[src/hdl/crc64we_pkg.sv]
// ----------------------------------------------------------------------------
// crc64we_pkg
// Types, constants and functions shared by the CRC-64 word engine.
// ----------------------------------------------------------------------------
package crc64we_pkg;

  localparam int unsigned CrcWidth   = 64;
  localparam int unsigned CountWidth = 32;
  localparam int unsigned BusWidth   = 64;
  localparam int unsigned AddrWidth  = 4;
  localparam int unsigned StepBytes  = 8;
  localparam int unsigned FeedWidth  = 2 * CrcWidth;

  localparam logic [CrcWidth-1:0] CrcFeedback = 64'h0000_0000_0000_001B;

  // Register index, taken from paddr[3] (registers are 8 bytes apart).
  localparam logic RegInitValue = 1'b0;

  typedef struct packed {
    logic [CrcWidth-1:0] data_word;
    logic                restart;
  } in_item_t;

  typedef struct packed {
    logic [CrcWidth-1:0]   crc_value;
    logic [CountWidth-1:0] byte_count;
    logic [31:0]           header_crc_high;
    logic [31:0]           header_crc_low;
    logic [31:0]           header_length;
  } out_item_t;

  typedef logic [CrcWidth-1:0][FeedWidth-1:0] crc_matrix_t;

  function automatic logic [31:0] swap32(input logic [31:0] x);
    return {x[7:0], x[15:8], x[23:16], x[31:24]};
  endfunction

  // Bit-serial reference update, MSB of the data first.
  function automatic logic [CrcWidth-1:0] crc_serial(input logic [CrcWidth-1:0] crc_in,
                                                     input logic [CrcWidth-1:0] data);
    logic [CrcWidth-1:0] crc;
    logic                fb;
    crc = crc_in;
    for (int i = CrcWidth - 1; i >= 0; i--) begin
      fb  = crc[CrcWidth-1] ^ data[i];
      crc = {crc[CrcWidth-2:0], 1'b0} ^ (fb ? CrcFeedback : '0);
    end
    return crc;
  endfunction

  // The update is linear over {crc, data}. Row j lists which of those 128 bits
  // feed CRC bit j. Data bits sit in [63:0], CRC bits in [127:64].
  function automatic crc_matrix_t crc_matrix();
    crc_matrix_t         m;
    logic [CrcWidth-1:0] col;
    logic [CrcWidth-1:0] basis;
    m = '0;
    for (int k = 0; k < FeedWidth; k++) begin
      basis = '0;
      basis[k % CrcWidth] = 1'b1;
      if (k < CrcWidth) begin
        col = crc_serial('0, basis);
      end else begin
        col = crc_serial(basis, '0);
      end
      for (int j = 0; j < CrcWidth; j++) begin
        m[j][k] = col[j];
      end
    end
    return m;
  endfunction

  localparam crc_matrix_t CrcMatrix = crc_matrix();

endpackage

[src/hdl/crc64_word_engine_core.sv]
// ----------------------------------------------------------------------------
// crc64_word_engine_core
// CRC-64 engine over 64-bit firmware words with header word packing.
// ----------------------------------------------------------------------------
// An accepted item is held in in_q, then moves into the result register.
// One item per cycle when not stalled; the parallel XOR update covers a whole word.
// The result register also holds the running CRC and byte count.
// Reset (rst, synchronous) clears the CRC, the count, init_value and both
// valid flags.
module crc64_word_engine_core (
  input  logic                                 clk,
  input  logic                                 rst,
  input  logic                                 in_valid,
  output logic                                 in_ready,
  input  crc64we_pkg::in_item_t                in_data,
  output logic                                 out_valid,
  input  logic                                 out_ready,
  output crc64we_pkg::out_item_t               out_data,
  input  logic                                 psel,
  input  logic                                 penable,
  input  logic                                 pwrite,
  input  logic [crc64we_pkg::AddrWidth-1:0]    paddr,
  input  logic [crc64we_pkg::BusWidth-1:0]     pwdata,
  output logic [crc64we_pkg::BusWidth-1:0]     prdata,
  output logic                                 pready
);

  logic [crc64we_pkg::CrcWidth-1:0] init_value;
  crc64we_pkg::in_item_t            in_q;
  logic                             in_q_valid;
  crc64we_pkg::out_item_t           result;
  crc64we_pkg::out_item_t           result_next;
  logic                             result_valid;
  logic                             move;

  crc64we_regs u_regs (
    .clk        (clk),
    .rst        (rst),
    .psel       (psel),
    .penable    (penable),
    .pwrite     (pwrite),
    .paddr      (paddr),
    .pwdata     (pwdata),
    .prdata     (prdata),
    .pready     (pready),
    .init_value (init_value)
  );

  crc64we_update u_update (
    .item       (in_q),
    .crc_cur    (result.crc_value),
    .count_cur  (result.byte_count),
    .init_value (init_value),
    .result     (result_next)
  );

  // The held item moves on when the result register is empty or being drained.
  assign move     = in_q_valid && (!result_valid || out_ready);
  assign in_ready = !in_q_valid || move;

  always_ff @(posedge clk) begin
    if (rst) begin
      in_q_valid <= 1'b0;
    end else if (in_ready) begin
      in_q_valid <= in_valid;
    end
  end

  always_ff @(posedge clk) begin
    if (in_valid && in_ready) begin
      in_q <= in_data;
    end
  end

  always_ff @(posedge clk) begin
    if (rst) begin
      result_valid <= 1'b0;
      result       <= '0;
    end else begin
      if (move) begin
        result_valid <= 1'b1;
        result       <= result_next;
      end else if (out_ready) begin
        result_valid <= 1'b0;
      end
    end
  end

  assign out_valid = result_valid;
  assign out_data  = result;

  a_move_fills: assert property (@(posedge clk) disable iff (rst)
    move |=> out_valid)
    else $error("result register not loaded after item moved");

  a_restart_count: assert property (@(posedge clk) disable iff (rst)
    move && in_q.restart |=> out_data.byte_count == 32'd8)
    else $error("byte count not restarted");

  a_count_step: assert property (@(posedge clk) disable iff (rst)
    move && !in_q.restart |=> out_data.byte_count == $past(out_data.byte_count) + 32'd8)
    else $error("byte count did not advance by one word");

  a_header_len: assert property (@(posedge clk) disable iff (rst)
    out_valid |-> out_data.header_length == crc64we_pkg::swap32(out_data.byte_count))
    else $error("header length does not match byte count");

endmodule

[src/hdl/crc64we_regs.sv]
// ----------------------------------------------------------------------------
// crc64we_regs
// Configuration register file behind the APB-style port.
// ----------------------------------------------------------------------------
module crc64we_regs (
  input  logic                                 clk,
  input  logic                                 rst,
  input  logic                                 psel,
  input  logic                                 penable,
  input  logic                                 pwrite,
  input  logic [crc64we_pkg::AddrWidth-1:0]    paddr,
  input  logic [crc64we_pkg::BusWidth-1:0]     pwdata,
  output logic [crc64we_pkg::BusWidth-1:0]     prdata,
  output logic                                 pready,
  output logic [crc64we_pkg::CrcWidth-1:0]     init_value
);

  logic reg_index;
  logic wr_en;

  assign reg_index = paddr[crc64we_pkg::AddrWidth-1];
  assign wr_en     = psel && penable && pwrite;
  assign pready    = 1'b1;

  always_ff @(posedge clk) begin
    if (rst) begin
      init_value <= '0;
    end else if (wr_en && reg_index == crc64we_pkg::RegInitValue) begin
      init_value <= pwdata;
    end
  end

  always_comb begin
    case (reg_index)
      crc64we_pkg::RegInitValue: prdata = init_value;
      default:                   prdata = '0;
    endcase
  end

endmodule

[src/hdl/crc64we_update.sv]
// ----------------------------------------------------------------------------
// crc64we_update
// One-word parallel CRC-64 update, byte count and header packing.
// ----------------------------------------------------------------------------
module crc64we_update (
  input  crc64we_pkg::in_item_t                  item,
  input  logic [crc64we_pkg::CrcWidth-1:0]       crc_cur,
  input  logic [crc64we_pkg::CountWidth-1:0]     count_cur,
  input  logic [crc64we_pkg::CrcWidth-1:0]       init_value,
  output crc64we_pkg::out_item_t                 result
);

  logic [crc64we_pkg::CrcWidth-1:0]   crc_start;
  logic [crc64we_pkg::CountWidth-1:0] count_start;
  logic [crc64we_pkg::CrcWidth-1:0]   data_swapped;
  logic [crc64we_pkg::FeedWidth-1:0]  feed;
  logic [crc64we_pkg::CrcWidth-1:0]   crc_new;
  logic [crc64we_pkg::CountWidth-1:0] count_new;

  assign crc_start    = item.restart ? init_value : crc_cur;
  assign count_start  = item.restart ? '0 : count_cur;
  assign data_swapped = {crc64we_pkg::swap32(item.data_word[63:32]),
                         crc64we_pkg::swap32(item.data_word[31:0])};
  assign feed         = {crc_start, data_swapped};

  // Each CRC bit is the parity of a fixed subset of the old CRC and the word.
  always_comb begin
    for (int j = 0; j < crc64we_pkg::CrcWidth; j++) begin
      crc_new[j] = ^(feed & crc64we_pkg::CrcMatrix[j]);
    end
  end

  assign count_new = count_start + crc64we_pkg::CountWidth'(crc64we_pkg::StepBytes);

  assign result.crc_value       = crc_new;
  assign result.byte_count      = count_new;
  assign result.header_crc_high = crc64we_pkg::swap32(crc_new[31:0]);
  assign result.header_crc_low  = crc64we_pkg::swap32(crc_new[63:32]);
  assign result.header_length   = crc64we_pkg::swap32(count_new);

endmodule

[config.mk]
export PLATFORM = sky130hd
export DESIGN_NAME = crc64_word_engine_core
export DESIGN_NICKNAME = d
export VERILOG_FILES = /design/src/hdl/crc64we_pkg.sv /design/src/hdl/crc64_word_engine_core.sv /design/src/hdl/crc64we_regs.sv /design/src/hdl/crc64we_update.sv
export SDC_FILE = /design/constraint.sdc
export NUM_CORES = 1
export LEC_CHECK = 0
export ABC_CLOCK_PERIOD_IN_PS = 3200
export BUFFER_PORTS_ARGS = -buffer_cell sky130_fd_sc_hd__buf_2
export CORE_ASPECT_RATIO = 2
export CORE_UTILIZATION = 30
export DETAILED_ROUTE_END_ITERATION = 10
export PLACE_DENSITY = 0.62
export SLEW_MARGIN = 20
export SYNTH_ARGS = -nofsm -noshare
export SYNTH_HDL_FRONTEND = slang
export SYNTH_SLANG_ARGS = --single-unit
[constraint.sdc]
create_clock -name clk -period 3.2 [get_ports clk]
set_input_delay 0.16 -clock clk [delete_from_list [all_inputs] [get_ports clk]]
set_output_delay 0.16 -clock clk [all_outputs]
set_load 0.01 [all_outputs]
# == Word-level counts from Yosys, hierarchy flattened ==
# Cells that the tools add are included.
# totals
out_inout_bits,259
elab_cells,91
input_bits,140
reg_bits,323
# op_classes
n_mux,5
reduce_logical,74
bitwise,1
addsub,1
# op_table
cell,n
$reduce_xor A128 Y1,64
$mux W64,2
$add A32 B4 Y32 const B,1
$mux W32,1
$logic_and A1 B1 Y1,5
$logic_not A1 Y1,2
$logic_or A1 B1 Y1,2
$mux W1,2
$reduce_bool A2 Y1,1
$not A1 Y1,1

# == Longest topological paths before layout ==
# Gate-level depths: netlist of the first run.
# logic_depth
ltp_word,5
ltp_mapped,14
depth_no_buf,8

# == By module ==
# From an unflattened synthesis of the first run, not the netlist that was laid out.
# unflattened
cells_unflattened,1756
area_unflattened_um2,17978.5
# by_module_without_submodules
module,n_inst,area_each_um2,cells_per_inst
crc64_word_engine_core,1,10665.2,908
crc64we_update,1,3956.3,497
crc64we_regs,1,3357.0,351

# == Worst setup path before layout of the first run ==
# Ideal clock, no wire load.
# synth_timing
path_kind,reg-to-reg
from,register in_q[0] in the netlist's numbering
to,register result (netlist bit out_data[121])
t_required_ns,3.072
path_stages_with_launch,15
slack_ns,0.293
arrival_time_ns,2.779
path_cell_list,edfxtp_1 > buf_6 > buf_12 > buf_8 > buf_4 > buf_4 > clkbuf_1 > nor2b_1 > ha_1 > nand4_1 > nor4b_2 > nand2_2 > nor4_1 > xor2_1 > nor2_1
# synth_between
elab_chain_cells,2
# synth_lines
item,line,source
"start, declared",crc64_word_engine_core.sv:29,crc64we_pkg::in_item_t in_q;
"start signal, assigned",crc64_word_engine_core.sv:71,in_q <= in_data;
$mux W32,crc64we_update.sv:21,assign count_start = item.restart ? '0 : count_cur;
$add A32 B4 Y32,crc64we_update.sv:33,assign count_new = count_start + crc64we_pkg::CountWidth'(crc64we_pkg::StepBytes);
"end signal, assigned",crc64_word_engine_core.sv:82,result <= result_next;
"end, declared",crc64_word_engine_core.sv:31,crc64we_pkg::out_item_t result;
# Every way passes these cells.
# A chain may end at the register's enable or synchronous reset.

# == Worst setup path after layout of the first run ==
# layout_timing
from,register in_q[0] in the netlist's numbering
to,register result (netlist bit out_data[132])
# layout_between
elab_chain_cells,2
# layout_lines
item,line,source
$mux W64,crc64we_update.sv:20,assign crc_start = item.restart ? init_value : crc_cur;
$reduce_xor A128 Y1,crc64we_update.sv:29,crc_new[j] = ^(feed & crc64we_pkg::CrcMatrix[j]);
# Every way passes these cells.

==> flow_summary.json, run 1 <==
{
  "status": "finished, final reports clean",
  "initial_core_util": 0.305,
  "yosysTopAreaCellShare": 0.255,
  "cts_hold_buffers": 130,
  "grtUsageTotal": 0.177,
  "ir_worst_vdd_mv": 0.442,
  "clock_latency_ns": 0.54,
  "crit_chain": "buf_4 -> mux2i_1 -> xnor2_2 -> xnor3_2 -> xnor3_1 -> nand2_1 -> a21oi_1",
  "design_area_sq_um": 16200,
  "nFillCells": 4076,
  "htree_levels": 1,
  "avgViaCountPerCell": 4.57,
  "finalClockSkew_ns": 0.0228,
  "rows": 105,
  "place_ws_ns": 0.629,
  "hold_viol": 0,
  "max_freq_mhz": 388,
  "async_flop_share": 0,
  "period_minus_slack_ns": 2.58,
  "post_cts_resized": 0,
  "crit_slowest_cell": "edfxtp_1",
  "multi_input_area_sq_um": 6280,
  "syn_to_final_growth_pct": 29.9,
  "postPlaceCellArea_sq_um": 14200,
  "worst_pin_slew_ns": 1.05,
  "yosys.area.top_type": "dfxtp_1",
  "yosys_register_bits": 224,
  "min_path_type": "primary input to flip-flop",
  "drv_slew": 0,
  "startpoint_type": "flip-flop",
  "arrival_ns": 3.04,
  "path_max_fanout": 13,
  "yosysWarnings": 0,
  "drive_above_1_share": 0.261,
  "crit_type": "flip-flop to flip-flop",
  "vias": 10400,
  "end_kind": "flip-flop",
  "grt_pass1_vias": 10600,
  "routed_wl_um": 38400,
  "clkTransAtPathRegs_ns": 0.07,
  "die_y_um": 291,
  "gp_congestion": 0.806,
  "synth-edff-count": 65,
  "grt_max_degree": 83,
  "post-route-util": 0.396,
  "leakagePower_nw": 6.89,
  "avgRoutedWirePerCell_um": 16.8,
  "synthCells": 1344,
  "maxSlewHeadroom": 0.298,
  "io_pins": 399,
  "ff_latch_area_sq_um": 5130,
  "antenna_left": 0,
  "setup_slack_ns": 0.624,
  "synth.top_cells.by_count": "215 x xnor2_1, 190 x nand2_1, 159 x dfxtp_1, 113 x a21oi_1, 107 x buf_4",
  "cts-root-buf": "clkbuf_16",
  "ys.flop_type": "dfxtp_1",
  "comb_power_share": 0.234,
  "dr.first_iter.drc_count": 418,
  "p_clk_frac": 0.349,
  "synthTopCellsByArea": "dfxtp_1 25%, edfxtp_1 16%, xnor2_1 15%, buf_4 6.4%, nand2_1 5.7%",
  "coreArea_sq_um": 41000,
  "netSwitchingFraction": 0.295,
  "nets": 1873,
  "post-cts-setup-buffers": 0,
  "rsz0062_at_grt": "no",
  "final.period_utilization": 0.805,
  "drv_cap": 0,
  "antenna_found_initial": 0,
  "die_x_um": 146,
  "sequentialPowerShare": 0.417,
  "p_int_mw": 5.61,
  "diodes": 0,
  "cpPeakStageDelay_ns": 0.56,
  "cts-buffers-inserted": 23,
  "avgSynthCellArea_sq_um": 9.29,
  "setup_tns_ns": 0,
  "ys_types": 53,
  "numPortBuffers": 388,
  "grt_pass1_wl_um": 58700,
  "worstPathRequired_ns": 3.67,
  "clockBufferDepth": 3,
  "cts_tree": "done",
  "dr.pass1.iters": 5,
  "p_per_area_nw_per_um2": 491,
  "drcViolationCount": 0,
  "place.detailed.hpwl_um": 26800,
  "overflow": 0,
  "synth_most_common_cell": "xnor2_1",
  "synth_area_sq_um": 12500,
  "p_sw_mw": 2.35,
  "total_power_mw": 7.96,
  "setup_viol": 0,
  "clkSinkCount": 224,
  "ys_seq_area_frac": 0.411,
  "dieArea_sq_um": 42500
}
[worst paths after layout]
| kind | slack, ns | startpoint | cells after the start | to |
|---|---|---|---|---|
| max | 0.62 | in_q[0]$_DFFE_PP_ | 7 | out_data[132]$_SDFFE_PP0P_ |
| min | 0.06 | out_ready | 4 | out_valid$_SDFFE_PP0P_ |
| max reg2reg | 0.62 | in_q[0]$_DFFE_PP_ | 7 | out_data[132]$_SDFFE_PP0P_ |
| min reg2reg | 0.47 | u_regs.init_value[45]$_SDFFE_PP0P_ | 2 | u_regs.init_value[45]$_SDFFE_PP0P_ |
[per-layer routing]
layer	global-route usage	wire length, um	up-vias
met4	0.0767	1250	0
met5	0	0	-
li1	-	-	5108
met1	0.189	14500	4910
met2	0.343	21100	349
met3	0.0193	1590	64
[cell usage in the layout (no fill, tap or decap), drive strengths merged, types with 4 or more instances in the layout]
| master | synthesis | final |
|---|---|---|
| buf | 122 | 399 |
| xnor2 | 221 | 221 |
| nand2 | 192 | 192 |
| dfxtp | 159 | 159 |
| dlygate4sd3 | 0 | 130 |
| a21oi | 113 | 113 |
| nor2 | 99 | 99 |
| xor2 | 79 | 79 |
| nor2b | 69 | 69 |
| edfxtp | 65 | 65 |
| mux2i | 48 | 48 |
| a211oi | 45 | 45 |
| clkbuf | 49 | 23 |
| nor3 | 12 | 12 |
| clkinv | 0 | 11 |
| nand3 | 9 | 9 |
| o21ai | 7 | 7 |
| conb | 2 | 7 |
| nand4 | 5 | 5 |
| nand3b | 5 | 5 |
| a31oi | 5 | 5 |
| xnor3 | 5 | 5 |
| inv | 2 | 4 |
[cell type report]
class                   count  area share
clock inverters            19      0.0113
well taps                 535      0.0413
flip-flops and latches    224       0.317
multi-input cells         952       0.387
repair buffers            529       0.208
inverters                   2    0.000463
clock buffers              23      0.0355
[registers in the layout, summed over array words and instances, names as in the netlist]
name	cells
out_valid	1
u_regs.init_value	64
out_data	93
in_q	65
in_q_valid	1
[worst max-delay path: cells and delay by family, from the launching register on]
family,cells,cell delay (ns)
xor gates and xnor gates,3,1.08
DFF,1,0.56
buffers and inverters,1,0.34
muxes,1,0.31
AOI/OAI and AO/OA,1,0.16
and+or+nand+nor,1,0.05
[cell families (layout without fill, tap and decap cells)]
logic type                 after synthesis  in the layout  share of synthesized area
and+or+nand+nor                        413            413                      0.153
AOI/OAI and AO/OA                      177            177                     0.0825
other                                    2              7                   0.000601
buffers and inverters                  173            573                     0.0888
adders and majority gates                1              1                    0.00100
muxes                                   49             49                     0.0394
DFF                                    224            224                      0.411
xor gates and xnor gates               305            305                      0.223
[power by group through the flow]
stage | sequential, mW | clock [mW] | combinational, mW
2_1_floorplan | 3.34 | 0 | 1.37
3_3_place_gp | 3.38 | 0 | 1.72
3_5_place_dp | 3.39 | 0 | 1.74
4_1_cts | 3.32 | 2.88 | 1.88
5_1_grt | 3.34 | 3.01 | 2.04
6_report | 3.32 | 2.78 | 1.86
[per-stage QoR]
step                std cells  hold slack, ns
finish                   2284          0.0593
global route             2284          0.0842
CTS                      2284          0.0201
detailed placement       2112           0.338
global placement         2112           0.339
floorplan                1349           0.259
Note: power is estimated with default switching activity, not from simulation.
==> run 2, diff against run 1 <==
Settings changed: ABC_CLOCK_PERIOD_IN_PS 3200 to 2500.
Clock period 3.2 ns to 2.5 ns, I/O delays scaled along.
==> run 2 against run 1 <==
Net effect:
- clock power up 35%
- global-route usage down 0.21 points
- critical path depth unchanged
- fmax up 12%
- clock-buffer cell count up 11
- sequential share of layout area down 0.54 points
- wire length down 1.5%
- critical endpoint unchanged
- largest power group unchanged
==> flow_summary.json, run 2 (same netlist as run 1, synthesis figures left out) <==
{
  "status": "finished, final reports clean",
  "drcViolationCount": 0,
  "rows": 105,
  "drive_above_1_share": 0.270,
  "arrival_ns": 2.77,
  "crit_slowest_cell": "xnor3_2",
  "setup_viol": 0,
  "dr.first_iter.drc_count": 387,
  "crit_chain": "buf_4 -> mux2i_1 -> xnor2_2 -> xnor3_2 -> xnor3_1 -> nand2_1 -> a21oi_1",
  "startpoint_type": "flip-flop",
  "whs_ns": 0.0676,
  "coreArea_sq_um": 41000,
  "routed_wl_um": 37800,
  "clkSinkCount": 224,
  "p_per_area_nw_per_um2": 631,
  "crit_type": "flip-flop to flip-flop",
  "clock_latency_ns": 0.54,
  "dr.pass1.iters": 5,
  "final.period_utilization": 0.921,
  "setup_tns_ns": 0,
  "worstPathRequired_ns": 2.97,
  "hold_viol": 0,
  "antenna_left": 0,
  "cts_tree": "done",
  "max_freq_mhz": 434,
  "gp_congestion": 0.832,
  "layout_commonest_cell": "buf_2",
  "worst_pin_slew_ns": 1.00,
  "min_path_type": "primary input to flip-flop",
  "drv_cap": 0,
  "setup_slack_ns": 0.197,
  "ir_worst_vdd_mv": 0.528,
  "p_sw_mw": 2.99,
  "leakagePower_nw": 7.03,
  "dieArea_sq_um": 42500,
  "grt_pass1_wl_um": 57900,
  "p_int_mw": 7.42,
  "nets": 1893,
  "io_pins": 399,
  "path_max_fanout": 11,
  "clkTransAtPathRegs_ns": 0.07,
  "syn_to_final_growth_pct": 32.2,
  "total_power_mw": 10.4,
  "grt_max_degree": 67,
  "avgViaCountPerCell": 4.57,
  "netSwitchingFraction": 0.287,
  "die_y_um": 291,
  "cpPeakStageDelay_ns": 0.50,
  "initial_core_util": 0.305,
  "rsz0062_at_grt": "no",
  "antenna_found_initial": 12,
  "overflow": 0,
  "post_cts_resized": 0,
  "dp_cells": 2132,
  "comb_power_share": 0.233,
  "place_ws_ns": 0.202,
  "grtUsageTotal": 0.175,
  "cp_top_family": "XOR/XNOR gates",
  "die_x_um": 146,
  "largest_register_ffs": 93,
  "drv_slew": 0,
  "crit_buf_inv": 1,
  "clockBufferDepth": 3,
  "htree_levels": 1,
  "grt_pass1_vias": 10400,
  "layout_common_cells": "387 x buf_2, 215 x xnor2_1, 190 x nand2_1",
  "period_minus_slack_ns": 2.30,
  "avgRoutedWirePerCell_um": 16.4,
  "sequentialPowerShare": 0.407,
  "final_cells": 2307,
  "maxSlewHeadroom": 0.331,
  "numPortBuffers": 388,
  "finalClockSkew_ns": 0.0221,
  "cts-buffers-inserted": 23,
  "cts-root-buf": "clkbuf_16",
  "p_clk_frac": 0.361,
  "vias": 10500,
  "end_kind": "flip-flop",
  "place.detailed.hpwl_um": 27100
}
==> run 2: cell types whose count changed in the layout (fill, tap and decap cells not counted), moves of 2 or more <==
cell / delta
clkbuf_1: +5
nor3_1: -2
buf_4: +16
nor3_2: +2
clkinvlp_4: -3
buf_12: +4
inv_6: -2
diode_2: +4
clkbuf_8: +5
clkinv_2: -5
clkinv_1: -3
==> run 2: worst register-to-register path: cells and delay by family, from the launching register on <==
kind,cells,cell delay (ns)
AOI/OAI and AO/OA,1,0.15
xor gates and xnor gates,3,1.09
buffers and inverters,1,0.25
DFF,1,0.39
muxes,1,0.30
and+or+nand+nor,1,0.06
==> run 2: routing by layer <==
| layer | track usage | up-vias | share of wire |
|---|---|---|---|
| met5 | 0 | - | 0.0026 |
| li1 | - | 5153 | - |
| met2 | 0.331 | 334 | 0.54 |
| met4 | 0.0772 | 16 | 0.035 |
| met1 | 0.187 | 4942 | 0.38 |
| met3 | 0.0279 | 93 | 0.047 |
==> run 2: power groups by stage <==
stage / combinational, mW / sequential [mW] / clock [mW]
floorplan: 1.76 / 4.27 / 0
global placement: 2.24 / 4.32 / 0
detailed placement: 2.27 / 4.32 / 0
CTS: 2.44 / 4.24 / 3.86
global route: 2.64 / 4.26 / 3.98
finish: 2.42 / 4.24 / 3.76
==> run 2: repair_timing <==
| item | 4_1_cts | 5_1_grt |
|---|---|---|
| hold endpoints to repair | 130 | 0 |
| hold buffers | 130 | 0 |
| buffers inserted | 0 | 0 |
==> run 2: path summary, 6_finish.rpt <==
kind,from,endpoint,slack [ns],cells after the start
max,in_q[0]$_DFFE_PP_,out_data[132]$_SDFFE_PP0P_,0.20,7
min,rst,u_regs.init_value[40]$_SDFFE_PP0P_,0.07,2
max reg2reg,in_q[0]$_DFFE_PP_,out_data[132]$_SDFFE_PP0P_,0.20,7
min reg2reg,u_regs.init_value[51]$_SDFFE_PP0P_,u_regs.init_value[51]$_SDFFE_PP0P_,0.47,2
==> run 2: cell type report <==
| cell class | instances | area [sq um] |
|---|---|---|
| Sequential cell | 224 | 5130 |
| Timing Repair Buffer | 549 | 3570 |
| Clock buffer | 34 | 688 |
| Antenna cell | 4 | 10.0 |
| Clock inverter | 7 | 116 |
| Fill cell | 3997 | 24500 |
| Inverter | 2 | 7.51 |
| Multi-Input combinational cell | 952 | 6310 |
| Tap cell | 535 | 669 |
==> run 2: per-stage QoR <==
stage	utilization	cell area, sq um
2_1_floorplan	-	12600
3_3_place_gp	0.351	14400
3_5_place_dp	0.351	14400
4_1_cts	0.402	16500
5_1_grt	0.403	16500
6_report	0.403	16500
